$ cat config.mk
export PLATFORM = sky130hd
export DESIGN_NAME = edf_scheduler_rr_fallback_top_flat
export DESIGN_NICKNAME = d
export VERILOG_FILES = /design/src/design/edf_rr_pkg.sv /design/src/design/edf_rr_in_if.sv /design/src/design/edf_rr_out_if.sv /design/src/design/edf_rr_ram.sv /design/src/design/edf_rr_ctrl.sv /design/src/design/edf_rr_dp.sv /design/src/design/edf_scheduler_rr_fallback_top.sv /design/src/flat_wrapper.sv
export SDC_FILE = /design/constraint.sdc
export NUM_CORES = 2
export LEC_CHECK = 0
export BUFFER_PORTS_ARGS = -buffer_cell sky130_fd_sc_hd__buf_4
export CAP_MARGIN = 0
export CORE_MARGIN = 10
export CORE_UTILIZATION = 44
export CTS_CLUSTER_SIZE = 24
export DETAILED_ROUTE_END_ITERATION = 12
export PLACE_DENSITY_LB_ADDON = 0.08
export RECOVER_POWER = 25
export SLEW_MARGIN = 40
export SYNTH_ARGS = -nofsm -noshare
export SYNTH_HDL_FRONTEND = slang
export SYNTH_SLANG_ARGS = --single-unit
$ cat constraint.sdc
create_clock -name clk -period 6.42 [get_ports clk]
set_clock_uncertainty 0.05 [all_clocks]
set_input_delay 1.284 -clock clk [delete_from_list [all_inputs] [get_ports clk]]
set_output_delay 1.284 -clock clk [all_outputs]
set_load 0.02 [all_outputs]
$ cat src/design/edf_rr_pkg.sv
// Package for the EDF scheduler with round robin fallback.
// Holds field widths, task and action codes, and the controller/datapath structs.
// No dependencies.
package edf_rr_pkg;

    // Fixed field widths of the item channels and the slice counter.
    localparam int SLOT_PORT_W     = 4;
    localparam int STATUS_W        = 2;
    localparam int DEADLINE_PORT_W = 32;
    localparam int QUANTUM_W       = 16;
    localparam int COUNTER_W       = 17;

    // Task status codes.
    localparam logic [STATUS_W-1:0] TASK_BLOCKED = 2'd0;
    localparam logic [STATUS_W-1:0] TASK_RUNNING = 2'd3;

    // Input item actions.
    localparam logic ACTION_TICK  = 1'b0;
    localparam logic ACTION_WRITE = 1'b1;

    // Most negative slice counter value; decrements saturate here.
    localparam logic [COUNTER_W-1:0] COUNTER_MIN = 17'h10000;

    // Commands from the controller to the datapath.
    typedef struct packed {
        logic slot_write;
        logic scan_init_edf;
        logic scan_init_rr;
        logic scan_run;
        logic edf_acc;
        logic rr_seek;
        logic cur_read;
        logic charge;
        logic rr_finish;
        logic edf_pick;
        logic no_pick;
        logic res_load;
    } edf_rr_cmd_t;

    // Status from the datapath to the controller.
    typedef struct packed {
        logic policy_mode;
        logic scan_drained;
        logic edf_have;
        logic edf_no_deadline;
        logic keep_running;
        logic rr_hit;
        logic out_busy;
    } edf_rr_stat_t;

endpackage

$ cat src/design/edf_rr_in_if.sv
// Input item channel of the EDF scheduler: valid/ready plus the task slot payload.
// Depends on edf_rr_pkg for the field widths.
interface edf_rr_in_if;
    import edf_rr_pkg::*;

    logic                       valid;
    logic                       ready;
    logic                       action;
    logic [SLOT_PORT_W-1:0]     slot_index;
    logic [STATUS_W-1:0]        task_status;
    logic [DEADLINE_PORT_W-1:0] task_deadline;
    logic [QUANTUM_W-1:0]       task_quantum;

    modport source (
        output valid, action, slot_index, task_status, task_deadline, task_quantum,
        input  ready
    );

    modport sink (
        input  valid, action, slot_index, task_status, task_deadline, task_quantum,
        output ready
    );
endinterface

$ cat src/design/edf_rr_out_if.sv
// Result item channel of the EDF scheduler: valid/ready plus the selection payload.
// Depends on edf_rr_pkg for the field widths.
interface edf_rr_out_if;
    import edf_rr_pkg::*;

    logic                   valid;
    logic                   ready;
    logic                   switch_valid;
    logic [SLOT_PORT_W-1:0] chosen_slot;
    logic                   nothing_ready;

    modport source (
        output valid, switch_valid, chosen_slot, nothing_ready,
        input  ready
    );

    modport sink (
        input  valid, switch_valid, chosen_slot, nothing_ready,
        output ready
    );
endinterface

$ cat src/design/edf_rr_ram.sv
// Generic single write port, single read port RAM with a registered read.
// No dependencies.
module edf_rr_ram #(
    parameter int WIDTH = 8,
    parameter int DEPTH = 16
) (
    input  logic                     clk,
    input  logic                     we,
    input  logic [$clog2(DEPTH)-1:0] waddr,
    input  logic [WIDTH-1:0]         wdata,
    input  logic [$clog2(DEPTH)-1:0] raddr,
    output logic [WIDTH-1:0]         rdata
);
    logic [WIDTH-1:0] mem [DEPTH];

    // Write port.
    always_ff @(posedge clk)
    begin
        if (we)
        begin
            mem[waddr] <= wdata;
        end
    end

    // Registered read port.
    always_ff @(posedge clk)
    begin
        rdata <= mem[raddr];
    end
endmodule

$ cat src/design/edf_rr_ctrl.sv
// Sequencing state machine of the EDF scheduler.
// Depends on edf_rr_pkg; drives edf_rr_dp through command and status structs.
module edf_rr_ctrl (
    input  logic                    clk,
    input  logic                    rst_n,
    input  logic                    in_valid,
    input  logic                    in_action,
    output logic                    in_ready,
    output edf_rr_pkg::edf_rr_cmd_t cmd,
    input  edf_rr_pkg::edf_rr_stat_t stat
);
    import edf_rr_pkg::*;

    typedef enum logic [6:0] {
        ST_IDLE     = 7'b0000001,
        ST_EDF_SCAN = 7'b0000010,
        ST_RR_CUR   = 7'b0000100,
        ST_RR_CHG   = 7'b0001000,
        ST_RR_SCAN  = 7'b0010000,
        ST_RR_END   = 7'b0100000,
        ST_RESULT   = 7'b1000000
    } state_t;

    state_t state_reg;
    state_t state_next;
    logic   accept;

    assign in_ready = (state_reg == ST_IDLE);
    assign accept   = in_valid && in_ready;

    // State register.
    always_ff @(posedge clk or negedge rst_n)
    begin
        if (!rst_n)
        begin
            state_reg <= ST_IDLE;
        end
        else
        begin
            state_reg <= state_next;
        end
    end

    // Next state and commands.
    always_comb
    begin
        state_next = state_reg;
        cmd        = '0;
        case (state_reg)
            ST_IDLE:
            begin
                if (accept)
                begin
                    if (in_action == ACTION_WRITE)
                    begin
                        cmd.slot_write = 1'b1;
                    end
                    else if (stat.policy_mode)
                    begin
                        cmd.scan_init_edf = 1'b1;
                        state_next        = ST_EDF_SCAN;
                    end
                    else
                    begin
                        state_next = ST_RR_CUR;
                    end
                end
            end
            ST_EDF_SCAN:
            begin
                cmd.scan_run = 1'b1;
                cmd.edf_acc  = 1'b1;
                if (stat.scan_drained)
                begin
                    if (!stat.edf_have)
                    begin
                        cmd.no_pick = 1'b1;
                        state_next  = ST_RESULT;
                    end
                    else if (stat.edf_no_deadline)
                    begin
                        state_next = ST_RR_CUR;
                    end
                    else
                    begin
                        cmd.edf_pick = 1'b1;
                        state_next   = ST_RESULT;
                    end
                end
            end
            ST_RR_CUR:
            begin
                cmd.cur_read = 1'b1;
                state_next   = ST_RR_CHG;
            end
            ST_RR_CHG:
            begin
                cmd.charge = 1'b1;
                if (stat.keep_running)
                begin
                    cmd.no_pick = 1'b1;
                    state_next  = ST_RESULT;
                end
                else
                begin
                    cmd.scan_init_rr = 1'b1;
                    state_next       = ST_RR_SCAN;
                end
            end
            ST_RR_SCAN:
            begin
                cmd.scan_run = 1'b1;
                cmd.rr_seek  = 1'b1;
                if (stat.rr_hit || stat.scan_drained)
                begin
                    state_next = ST_RR_END;
                end
            end
            ST_RR_END:
            begin
                cmd.rr_finish = 1'b1;
                state_next    = ST_RESULT;
            end
            ST_RESULT:
            begin
                if (!stat.out_busy)
                begin
                    cmd.res_load = 1'b1;
                    state_next   = ST_IDLE;
                end
            end
            default:
            begin
                state_next = ST_IDLE;
            end
        endcase
    end
endmodule

$ cat src/design/edf_rr_dp.sv
// Datapath of the EDF scheduler: slot table RAM, scan engine, selection and result register.
// Depends on edf_rr_pkg and edf_rr_ram; commanded by edf_rr_ctrl.
module edf_rr_dp #(
    parameter int TASK_SLOTS    = 16,
    parameter int DEADLINE_BITS = 32
) (
    input  logic                                       clk,
    input  logic                                       rst_n,
    input  logic                                       cfg_wr_en,
    input  logic                                       cfg_wr_data,
    input  logic [edf_rr_pkg::SLOT_PORT_W-1:0]         slot_index,
    input  logic [edf_rr_pkg::STATUS_W-1:0]            task_status,
    input  logic [edf_rr_pkg::DEADLINE_PORT_W-1:0]     task_deadline,
    input  logic [edf_rr_pkg::QUANTUM_W-1:0]           task_quantum,
    input  edf_rr_pkg::edf_rr_cmd_t                    cmd,
    output edf_rr_pkg::edf_rr_stat_t                   stat,
    output logic                                       out_valid,
    input  logic                                       out_ready,
    output logic                                       switch_valid,
    output logic [edf_rr_pkg::SLOT_PORT_W-1:0]         chosen_slot,
    output logic                                       nothing_ready
);
    import edf_rr_pkg::*;

    localparam int SLOT_W = $clog2(TASK_SLOTS);
    localparam int SCAN_W = $clog2(TASK_SLOTS + 1);
    localparam int Q_LSB  = COUNTER_W;
    localparam int DL_LSB = Q_LSB + QUANTUM_W;
    localparam int ST_LSB = DL_LSB + DEADLINE_BITS;
    localparam int WORD_W = ST_LSB + STATUS_W;
    localparam logic [DEADLINE_BITS-1:0] NO_DEADLINE = '1;
    localparam logic [SCAN_W-1:0]        SLOT_COUNT  = SCAN_W'(TASK_SLOTS);

    // Configuration and table bookkeeping.
    logic                     policy_reg;
    logic [TASK_SLOTS-1:0]    slot_ok_reg;
    logic                     rd_ok_reg;

    // Scan engine.
    logic [SCAN_W-1:0]        scan_addr_reg;
    logic [SLOT_W-1:0]        tag_reg;
    logic                     tag_live_reg;
    logic                     scan_issue;
    logic [SCAN_W-1:0]        rr_start;

    // EDF best candidate and round robin find.
    logic                     have_reg;
    logic [SLOT_W-1:0]        best_slot_reg;
    logic [DEADLINE_BITS-1:0] best_dl_reg;
    logic                     found_reg;
    logic [SLOT_W-1:0]        found_slot_reg;

    // Current task and its latched table word.
    logic [SLOT_W-1:0]        cur_slot_reg;
    logic                     cur_valid_reg;
    logic [STATUS_W-1:0]      cw_status_reg;
    logic [DEADLINE_BITS-1:0] cw_dl_reg;
    logic [QUANTUM_W-1:0]     cw_q_reg;
    logic [COUNTER_W-1:0]     cw_cnt_reg;

    // Pending and presented result.
    logic                     pend_sw_reg;
    logic [SLOT_W-1:0]        pend_slot_reg;
    logic                     pend_nr_reg;
    logic                     out_valid_reg;
    logic                     out_sw_reg;
    logic [SLOT_PORT_W-1:0]   out_slot_reg;
    logic                     out_nr_reg;

    // RAM ports.
    logic                     ram_we;
    logic [SLOT_W-1:0]        ram_waddr;
    logic [WORD_W-1:0]        ram_wdata;
    logic [SLOT_W-1:0]        ram_raddr;
    logic [WORD_W-1:0]        ram_rdata;

    // Read word with unwritten entries shown as their reset value.
    logic [STATUS_W-1:0]      eff_status;
    logic [DEADLINE_BITS-1:0] eff_dl;
    logic [QUANTUM_W-1:0]     eff_q;
    logic [COUNTER_W-1:0]     eff_cnt;

    logic [31:0]              idx_wide;
    logic                     in_range;
    logic [63:0]              dl_wide;
    logic                     charge_en;
    logic [COUNTER_W-1:0]     charged_cnt;
    logic                     edf_hit;
    logic                     rr_hit;
    logic [SLOT_W-1:0]        rr_pick;
    logic                     rr_none;
    logic                     reload_en;
    logic [31:0]              pend_slot_wide;

    edf_rr_ram #(
        .WIDTH (WORD_W),
        .DEPTH (TASK_SLOTS)
    ) u_table (
        .clk   (clk),
        .we    (ram_we),
        .waddr (ram_waddr),
        .wdata (ram_wdata),
        .raddr (ram_raddr),
        .rdata (ram_rdata)
    );

    // Field decode of the read word.
    assign eff_status = rd_ok_reg ? ram_rdata[ST_LSB +: STATUS_W] : TASK_BLOCKED;
    assign eff_dl     = rd_ok_reg ? ram_rdata[DL_LSB +: DEADLINE_BITS] : NO_DEADLINE;
    assign eff_q      = rd_ok_reg ? ram_rdata[Q_LSB +: QUANTUM_W] : '0;
    assign eff_cnt    = rd_ok_reg ? ram_rdata[0 +: COUNTER_W] : '0;

    // Write item addressing and deadline sizing.
    assign idx_wide = 32'(slot_index);
    assign in_range = idx_wide < 32'(TASK_SLOTS);
    assign dl_wide  = 64'(task_deadline);

    // Charge one slice to a running current task, saturating at the bottom.
    assign charge_en   = cur_valid_reg && (eff_status == TASK_RUNNING);
    assign charged_cnt = (charge_en && (eff_cnt != COUNTER_MIN)) ?
                         eff_cnt - COUNTER_W'(1) : eff_cnt;

    // Round robin outcome after the scan.
    assign rr_pick   = found_reg ? found_slot_reg : cur_slot_reg;
    assign rr_none   = !found_reg && !cur_valid_reg;
    assign reload_en = cur_valid_reg && (rr_pick == cur_slot_reg) &&
                       (cw_cnt_reg[COUNTER_W-1] || (cw_cnt_reg == '0));

    // Scan hits.
    assign edf_hit = cmd.edf_acc && tag_live_reg && (eff_status != TASK_BLOCKED);
    assign rr_hit  = cmd.rr_seek && tag_live_reg && (eff_status != TASK_BLOCKED);

    // Round robin start: slot after the current one, else slot zero.
    always_comb
    begin
        rr_start = SCAN_W'(cur_slot_reg) + SCAN_W'(1);
        if (!cur_valid_reg || (rr_start >= SLOT_COUNT))
        begin
            rr_start = '0;
        end
    end

    assign scan_issue = cmd.scan_run && (scan_addr_reg < SLOT_COUNT);
    assign ram_raddr  = cmd.cur_read ? cur_slot_reg : scan_addr_reg[SLOT_W-1:0];

    // Table write select: slot load, slice charge or quantum reload.
    always_comb
    begin
        ram_we    = 1'b0;
        ram_waddr = cur_slot_reg;
        ram_wdata = {eff_status, eff_dl, eff_q, charged_cnt};
        if (cmd.slot_write && in_range)
        begin
            ram_we    = 1'b1;
            ram_waddr = idx_wide[SLOT_W-1:0];
            ram_wdata = {task_status, dl_wide[DEADLINE_BITS-1:0], task_quantum,
                         COUNTER_W'(0)};
        end
        else if (cmd.charge && charge_en)
        begin
            ram_we = 1'b1;
        end
        else if (cmd.rr_finish && reload_en)
        begin
            ram_we    = 1'b1;
            ram_wdata = {cw_status_reg, cw_dl_reg, cw_q_reg, COUNTER_W'(cw_q_reg)};
        end
    end

    // Policy register and per-slot written flags.
    always_ff @(posedge clk or negedge rst_n)
    begin
        if (!rst_n)
        begin
            policy_reg  <= 1'b1;
            slot_ok_reg <= '0;
        end
        else
        begin
            if (cfg_wr_en)
            begin
                policy_reg <= cfg_wr_data;
            end
            if (ram_we)
            begin
                slot_ok_reg[ram_waddr] <= 1'b1;
            end
        end
    end

    // Read tag pipeline that follows the registered RAM read.
    always_ff @(posedge clk)
    begin
        tag_reg   <= scan_addr_reg[SLOT_W-1:0];
        rd_ok_reg <= slot_ok_reg[ram_raddr];
    end

    // Scan address, EDF best and round robin find.
    always_ff @(posedge clk or negedge rst_n)
    begin
        if (!rst_n)
        begin
            scan_addr_reg  <= '0;
            tag_live_reg   <= 1'b0;
            have_reg       <= 1'b0;
            best_slot_reg  <= '0;
            best_dl_reg    <= '0;
            found_reg      <= 1'b0;
            found_slot_reg <= '0;
        end
        else
        begin
            if (cmd.scan_init_edf)
            begin
                scan_addr_reg <= '0;
                tag_live_reg  <= 1'b0;
                have_reg      <= 1'b0;
            end
            else if (cmd.scan_init_rr)
            begin
                scan_addr_reg <= rr_start;
                tag_live_reg  <= 1'b0;
                found_reg     <= 1'b0;
            end
            else
            begin
                if (scan_issue)
                begin
                    scan_addr_reg <= scan_addr_reg + SCAN_W'(1);
                end
                tag_live_reg <= scan_issue;
            end
            // Earliest deadline wins; a slot with no deadline never displaces the best.
            if (edf_hit)
            begin
                if (!have_reg || ((eff_dl != NO_DEADLINE) && (best_dl_reg > eff_dl)))
                begin
                    best_slot_reg <= tag_reg;
                    best_dl_reg   <= eff_dl;
                end
                have_reg <= 1'b1;
            end
            if (rr_hit)
            begin
                found_reg      <= 1'b1;
                found_slot_reg <= tag_reg;
            end
        end
    end

    // Latch the current slot's word when it is charged.
    always_ff @(posedge clk)
    begin
        if (cmd.charge)
        begin
            cw_status_reg <= eff_status;
            cw_dl_reg     <= eff_dl;
            cw_q_reg      <= eff_q;
            cw_cnt_reg    <= charged_cnt;
        end
    end

    // Current task update on a selection.
    always_ff @(posedge clk or negedge rst_n)
    begin
        if (!rst_n)
        begin
            cur_slot_reg  <= '0;
            cur_valid_reg <= 1'b0;
        end
        else if (cmd.edf_pick)
        begin
            cur_slot_reg  <= best_slot_reg;
            cur_valid_reg <= 1'b1;
        end
        else if (cmd.rr_finish && !rr_none)
        begin
            cur_slot_reg  <= rr_pick;
            cur_valid_reg <= 1'b1;
        end
    end

    // Pending result of the tick in flight.
    always_ff @(posedge clk)
    begin
        if (cmd.edf_pick)
        begin
            pend_sw_reg   <= 1'b1;
            pend_slot_reg <= best_slot_reg;
            pend_nr_reg   <= 1'b0;
        end
        else if (cmd.no_pick || (cmd.rr_finish && rr_none))
        begin
            pend_sw_reg   <= 1'b0;
            pend_slot_reg <= '0;
            pend_nr_reg   <= !cur_valid_reg;
        end
        else if (cmd.rr_finish)
        begin
            pend_sw_reg   <= 1'b1;
            pend_slot_reg <= rr_pick;
            pend_nr_reg   <= 1'b0;
        end
    end

    assign pend_slot_wide = 32'(pend_slot_reg);

    // Output register: holds a result item until the receiver takes it.
    always_ff @(posedge clk or negedge rst_n)
    begin
        if (!rst_n)
        begin
            out_valid_reg <= 1'b0;
        end
        else if (cmd.res_load)
        begin
            out_valid_reg <= 1'b1;
        end
        else if (out_ready)
        begin
            out_valid_reg <= 1'b0;
        end
    end

    always_ff @(posedge clk)
    begin
        if (cmd.res_load)
        begin
            out_sw_reg   <= pend_sw_reg;
            out_slot_reg <= pend_slot_wide[SLOT_PORT_W-1:0];
            out_nr_reg   <= pend_nr_reg;
        end
    end

    assign out_valid     = out_valid_reg;
    assign switch_valid  = out_sw_reg;
    assign chosen_slot   = out_slot_reg;
    assign nothing_ready = out_nr_reg;

    // Status back to the controller.
    assign stat.policy_mode     = policy_reg;
    assign stat.scan_drained    = (scan_addr_reg == SLOT_COUNT) && !tag_live_reg;
    assign stat.edf_have        = have_reg;
    assign stat.edf_no_deadline = (best_dl_reg == NO_DEADLINE);
    assign stat.keep_running    = charge_en && !charged_cnt[COUNTER_W-1] &&
                                  (charged_cnt != '0);
    assign stat.rr_hit          = rr_hit;
    assign stat.out_busy        = out_valid_reg && !out_ready;
endmodule

$ cat src/design/edf_scheduler_rr_fallback_top.sv
// EDF task scheduler with round robin fallback: usage notes.
//
// Input items arrive on in_ch (valid/ready). An item with action write loads one task
// slot (status, deadline, quantum) and clears its slice counter, and
// gives no result. An item with action tick selects the next task and gives exactly one
// result item on out_ch: switch_valid, chosen_slot and nothing_ready.
// A tick in EDF mode scans the slot table one slot per cycle through the table RAM read
// port, then the result item is loaded. In round robin mode the current slot is read and
// charged; if the running task keeps its slice the result follows directly, else a forward
// scan runs one slot per cycle until a non-blocked slot is found or the table ends. When
// the EDF pick has no deadline the round robin pass follows the EDF scan. The next item
// can be taken in the cycle after the result is loaded.
// A new item is accepted only while no tick is in progress, one item at a time.
// Results sit in an output register; while the receiver stalls, write items are still
// taken, and a finished tick waits for that register before the next item is accepted.
// The user writes policy_mode via cfg_wr_en/cfg_wr_data only while the block is idle;
// the block does not enforce this. After reset: policy_mode is EDF, every slot reads as
// blocked with no deadline, no current task, no result pending. No clearing pass is needed.
module edf_scheduler_rr_fallback_top #(
    parameter int TASK_SLOTS    = 16,
    parameter int DEADLINE_BITS = 32
) (
    input  logic         clk,
    input  logic         rst_n,
    input  logic         cfg_wr_en,
    input  logic         cfg_wr_data,
    edf_rr_in_if.sink    in_ch,
    edf_rr_out_if.source out_ch
);
    import edf_rr_pkg::*;

    edf_rr_cmd_t  cmd;
    edf_rr_stat_t stat;
    logic         in_ready;

    assign in_ch.ready = in_ready;

    // Sequencer.
    edf_rr_ctrl u_ctrl (
        .clk       (clk),
        .rst_n     (rst_n),
        .in_valid  (in_ch.valid),
        .in_action (in_ch.action),
        .in_ready  (in_ready),
        .cmd       (cmd),
        .stat      (stat)
    );

    // Slot table, scan engine and result register.
    edf_rr_dp #(
        .TASK_SLOTS    (TASK_SLOTS),
        .DEADLINE_BITS (DEADLINE_BITS)
    ) u_dp (
        .clk           (clk),
        .rst_n         (rst_n),
        .cfg_wr_en     (cfg_wr_en),
        .cfg_wr_data   (cfg_wr_data),
        .slot_index    (in_ch.slot_index),
        .task_status   (in_ch.task_status),
        .task_deadline (in_ch.task_deadline),
        .task_quantum  (in_ch.task_quantum),
        .cmd           (cmd),
        .stat          (stat),
        .out_valid     (out_ch.valid),
        .out_ready     (out_ch.ready),
        .switch_valid  (out_ch.switch_valid),
        .chosen_slot   (out_ch.chosen_slot),
        .nothing_ready (out_ch.nothing_ready)
    );
endmodule
$ cat src/flat_wrapper.sv
// flat-port wrapper written by rule: the top's interface ports become plain ports
module edf_scheduler_rr_fallback_top_flat import edf_rr_pkg::*;
#(
    parameter int TASK_SLOTS    = 16,
    parameter int DEADLINE_BITS = 32
)
  (clk, rst_n, cfg_wr_en, cfg_wr_data, in_ch_valid, in_ch_action, in_ch_slot_index, in_ch_task_status, in_ch_task_deadline, in_ch_task_quantum, in_ch_ready, out_ch_valid, out_ch_switch_valid, out_ch_chosen_slot, out_ch_nothing_ready, out_ch_ready);
  edf_rr_in_if in_ch_i ();
  edf_rr_out_if out_ch_i ();
  input  logic clk;
  input  logic rst_n;
  input  logic cfg_wr_en;
  input  logic cfg_wr_data;
  input wire logic [$bits(in_ch_i.valid)-1:0] in_ch_valid;
  input wire logic [$bits(in_ch_i.action)-1:0] in_ch_action;
  input wire logic [$bits(in_ch_i.slot_index)-1:0] in_ch_slot_index;
  input wire logic [$bits(in_ch_i.task_status)-1:0] in_ch_task_status;
  input wire logic [$bits(in_ch_i.task_deadline)-1:0] in_ch_task_deadline;
  input wire logic [$bits(in_ch_i.task_quantum)-1:0] in_ch_task_quantum;
  output wire logic [$bits(in_ch_i.ready)-1:0] in_ch_ready;
  output wire logic [$bits(out_ch_i.valid)-1:0] out_ch_valid;
  output wire logic [$bits(out_ch_i.switch_valid)-1:0] out_ch_switch_valid;
  output wire logic [$bits(out_ch_i.chosen_slot)-1:0] out_ch_chosen_slot;
  output wire logic [$bits(out_ch_i.nothing_ready)-1:0] out_ch_nothing_ready;
  input wire logic [$bits(out_ch_i.ready)-1:0] out_ch_ready;
  assign in_ch_i.valid = in_ch_valid;
  assign in_ch_i.action = in_ch_action;
  assign in_ch_i.slot_index = in_ch_slot_index;
  assign in_ch_i.task_status = in_ch_task_status;
  assign in_ch_i.task_deadline = in_ch_task_deadline;
  assign in_ch_i.task_quantum = in_ch_task_quantum;
  assign in_ch_ready = in_ch_i.ready;
  assign out_ch_valid = out_ch_i.valid;
  assign out_ch_switch_valid = out_ch_i.switch_valid;
  assign out_ch_chosen_slot = out_ch_i.chosen_slot;
  assign out_ch_nothing_ready = out_ch_i.nothing_ready;
  assign out_ch_i.ready = out_ch_ready;
  edf_scheduler_rr_fallback_top #(.TASK_SLOTS(TASK_SLOTS), .DEADLINE_BITS(DEADLINE_BITS)) u_core (.clk(clk), .rst_n(rst_n), .cfg_wr_en(cfg_wr_en), .cfg_wr_data(cfg_wr_data), .in_ch(in_ch_i), .out_ch(out_ch_i));
endmodule
==> impl_results.md <==
* Syn-to-layout area delta at 14.5%
* Top flop regs: u_core.u_dp.u_table.mem (1072), u_core.u_dp.u_table.rdata (67)
* Failing checks: capacitance limit, slew limit
* Fin crit period at approximately 5.0 ns
* Synth Flop Type: edfxtp_1
* Layout Nets at roughly 3300
* Final period util at between 70% and 80%
* Final max-slew violation count at 212
* Net Sw Frac at 30.1%
* Slew at the pin closest to its max-slew limit at 2.05 ns
* Critical-path maximum fanout at 25
* Root buffer cell: clkbuf_16
* Unrepaired setup endpoints after global routing: false
* Multi-input gate area in the final layout at between 0.01 and 0.015 mm2
* Post-synth top area cell: edfxtp_1
* # rows at approximately 130
* CTS tree: yes
* Num ports at 69
* Number of flops mapped to enable cells by yosys at about 1100
* Leakage at 20.4 nW
* P_sw at roughly 7.8 mW
* Yosys top cell area share at between 60 and 70%
* Final Hold Viols at 0
* Post-Synthesis Cells at ~3100
* Drt total wl at 140 mm
* Mean area per synthesized cell at between 15 and 20 um2
* Reg power frac at between 40% and 50%
* Max reg flops at roughly 1100
* Place WS at 2.00 ns
* Seq cells post-synth at about 1300
* Ant. Diodes at 0
* Synth Warn # at 0
* Fraction of layout cells with a size suffix above 1 at between 20% and 30%
* Port bufs at 68
* Top cells by area, synth: edfxtp_1, mux4_2, dfrtp_1
* Critical Path Start Type: flip-flop
* Grt ovf at 0
* Vias after detailed routing at 29377
* Final core occ at around half
* Hold WS at 0.367 ns
* Post-CTS Setup Inserts at 0
* Mapped cell area at ~0.053 mm2
* TNS Setup at 0 ns
* Die Footprint at ~0.13 mm2
* Initial DRC count at 2835
* Remaining DRCs at 0
* Critical path required time at ~7.0 ns
* ANT nets after route at 0
* First-pass GRT wire length at 206 mm
* Gates resized, CTS repair at 0
* Internal Power at approximately 18 mW
* Clock-pin slew on the worst setup and hold paths at about 0.060 ns
* Top reg by flops: u_core.u_dp.u_table.mem
* Flip-flop and latch area at 0.0379 mm2
* DP HPWL at roughly 78 mm
* Final setup fails at 0
* Via density at around 5.9
* Most frequent cells in the layout: edfxtp_1, mux4_2, nand2_1
* Fill cells at 9819
* Clock power frac at a little under a third
* WL/cell at between 20 and 30 um
* P per Cell Area at about 430 mW/mm2
* Post-synthesis net count at roughly 3200
* Critical setup path kind: flip-flop to flip-flop
* Initial core utilization at around 44%
* Final WS setup at 1.39 ns
* Crit path DAT at between 5 and 6 ns
* Fmax at between 150 and 200 MHz
* CTS Buf Count at 138
* Most common cell after layout, fill and taps aside: edfxtp_1
* Tot GR Track Use at 20.5%
* Comb pwr share at 25.4%
* # Max-Cap Violations at 5
* Netlist cell types at 74
* H-tree lvl count at 4
* Die width at ~370 um
* Chip height at around 370 um
* Max_slew headroom at -37.2%
* Worst Hold Class: flip-flop to flip-flop
* Total power at about 26 mW
* Number of global-route vias before repair at 29776
* Final Wtd Congestion at approximately 0.84
* Hold_buf cts at 0
* Maximum number of pins on one net before global-route repair at approximately 110
* Drt pass-1 iters at 5
* Async SR Flop Fraction at 6.00%
* Seq/Total Area, Yosys at between 70% and 80%
* Initial antenna violation count at 2
* Peak VDD IR at ~0.00030 V
* Max clock buf depth at 3
* Core ar. at about 0.12 mm2
* Worst-Skew Late Latency at 0.74 ns
* CTS sink count at roughly 1300
* Status: finished with violations
* CP Capture Type: flip-flop
* R2R setup slack at between 1 and 1.5 ns
metal layers:
| layer | part of all wire [%] | vias up | GRT usage, % |
|---|---|---|---|
| met2 | 47 | 993 | 32.0 |
| li1 | - | 12590 | - |
| met1 | 46 | 15635 | 30.4 |
| met4 | 1.6 | 0 | 4.64 |
| met5 | 0 | - | 0 |
| met3 | 5.9 | 159 | 3.03 |
synth_stat cells (7+ instances only):
cell type  count
or2_2         19
dfrtp_1       76
nand2_1      239
xnor2_1       10
nand3_1       84
nor2_1       109
nor4_1        18
buf_2         31
dfxtp_1       74
a31oi_1       75
clkbuf_1     145
ha_1          37
inv_1         43
nor2b_1       40
edfxtp_1    1149
buf_1         17
nand4_1       27
and2_1       125
mux4_2       272
a21o_1        12
a221oi_1      36
a211oi_1      69
o21ai_0      104
xor2_1         7
a21oi_1       48
nor3_1        86
mux2i_1       39
nor3b_1       11
power groups by stage:
stage                     registers [mW]  clock network (mW)  logic (mW)
after global routing                11.4                8.39        7.16
final                               11.3                7.90        6.56
after CTS                           11.3                8.06        6.72
after detailed placement            11.5                   0        6.70
after floorplan                     11.2                   0        4.52
after global placement              11.5                   0        6.43
area by class of cell:
cell class | count | area share, %
Inverter | 43 | 0.269
Sequential cell | 1301 | 62.8
Clock inverter | 58 | 0.880
Timing Repair Buffer | 182 | 2.59
Multi-Input combinational cell | 1560 | 23.5
Clock buffer | 197 | 6.61
Tap cell | 1600 | 3.31
per-stage QoR:
stage          instances  instance area, um2
6_report            4941               60400
5_1_grt             4941               60400
3_5_place_dp        4685               56100
4_1_cts             4940               60600
2_1_floorplan       3108               52800
3_3_place_gp        4682               55800
worst max-delay path, stage by stage, from the launching register on:
cell and delay, ns:
dfxtp_1 0.68, clkbuf_1 1.13, nor2b_1 0.23, clkbuf_1 0.34
ha_1 0.21, nand4_1 0.13, nor4_1 0.44, nand2_1 0.20
a221o_1 0.33, nand4b_1 0.51, nor2_1 0.23, o311ai_0 0.41
kinds of logic after synthesis:
| family | synth area share (%) |
|---|---|
| AOI/OAI and AO/OA | 4.94 |
| muxes | 12.5 |
| buffers and inverters | 1.95 |
| and+or+nand+nor | 7.57 |
| adders and majority gates | 0.878 |
| xor gates and xnor gates | 0.282 |
| DFF | 71.9 |
worst paths after layout:
check	end	from	cells after the start
worst max register to register	u_core.u_dp.best_slot_reg[0]	u_core.u_dp.rd_ok_reg	11
worst min register to register	u_core.u_dp.chosen_slot[0]	u_core.u_dp.pend_slot_reg[0]	0
worst max-delay path	u_core.u_dp.best_slot_reg[0]	u_core.u_dp.rd_ok_reg	11
min in group asynchronous	u_core.u_dp.out_valid	rst_n	1
worst min-delay path	u_core.u_dp.chosen_slot[0]	u_core.u_dp.pend_slot_reg[0]	0
max in group asynchronous	u_core.u_dp.best_dl_reg[22]	rst_n	2
Power figures use the tool's default switching activity.
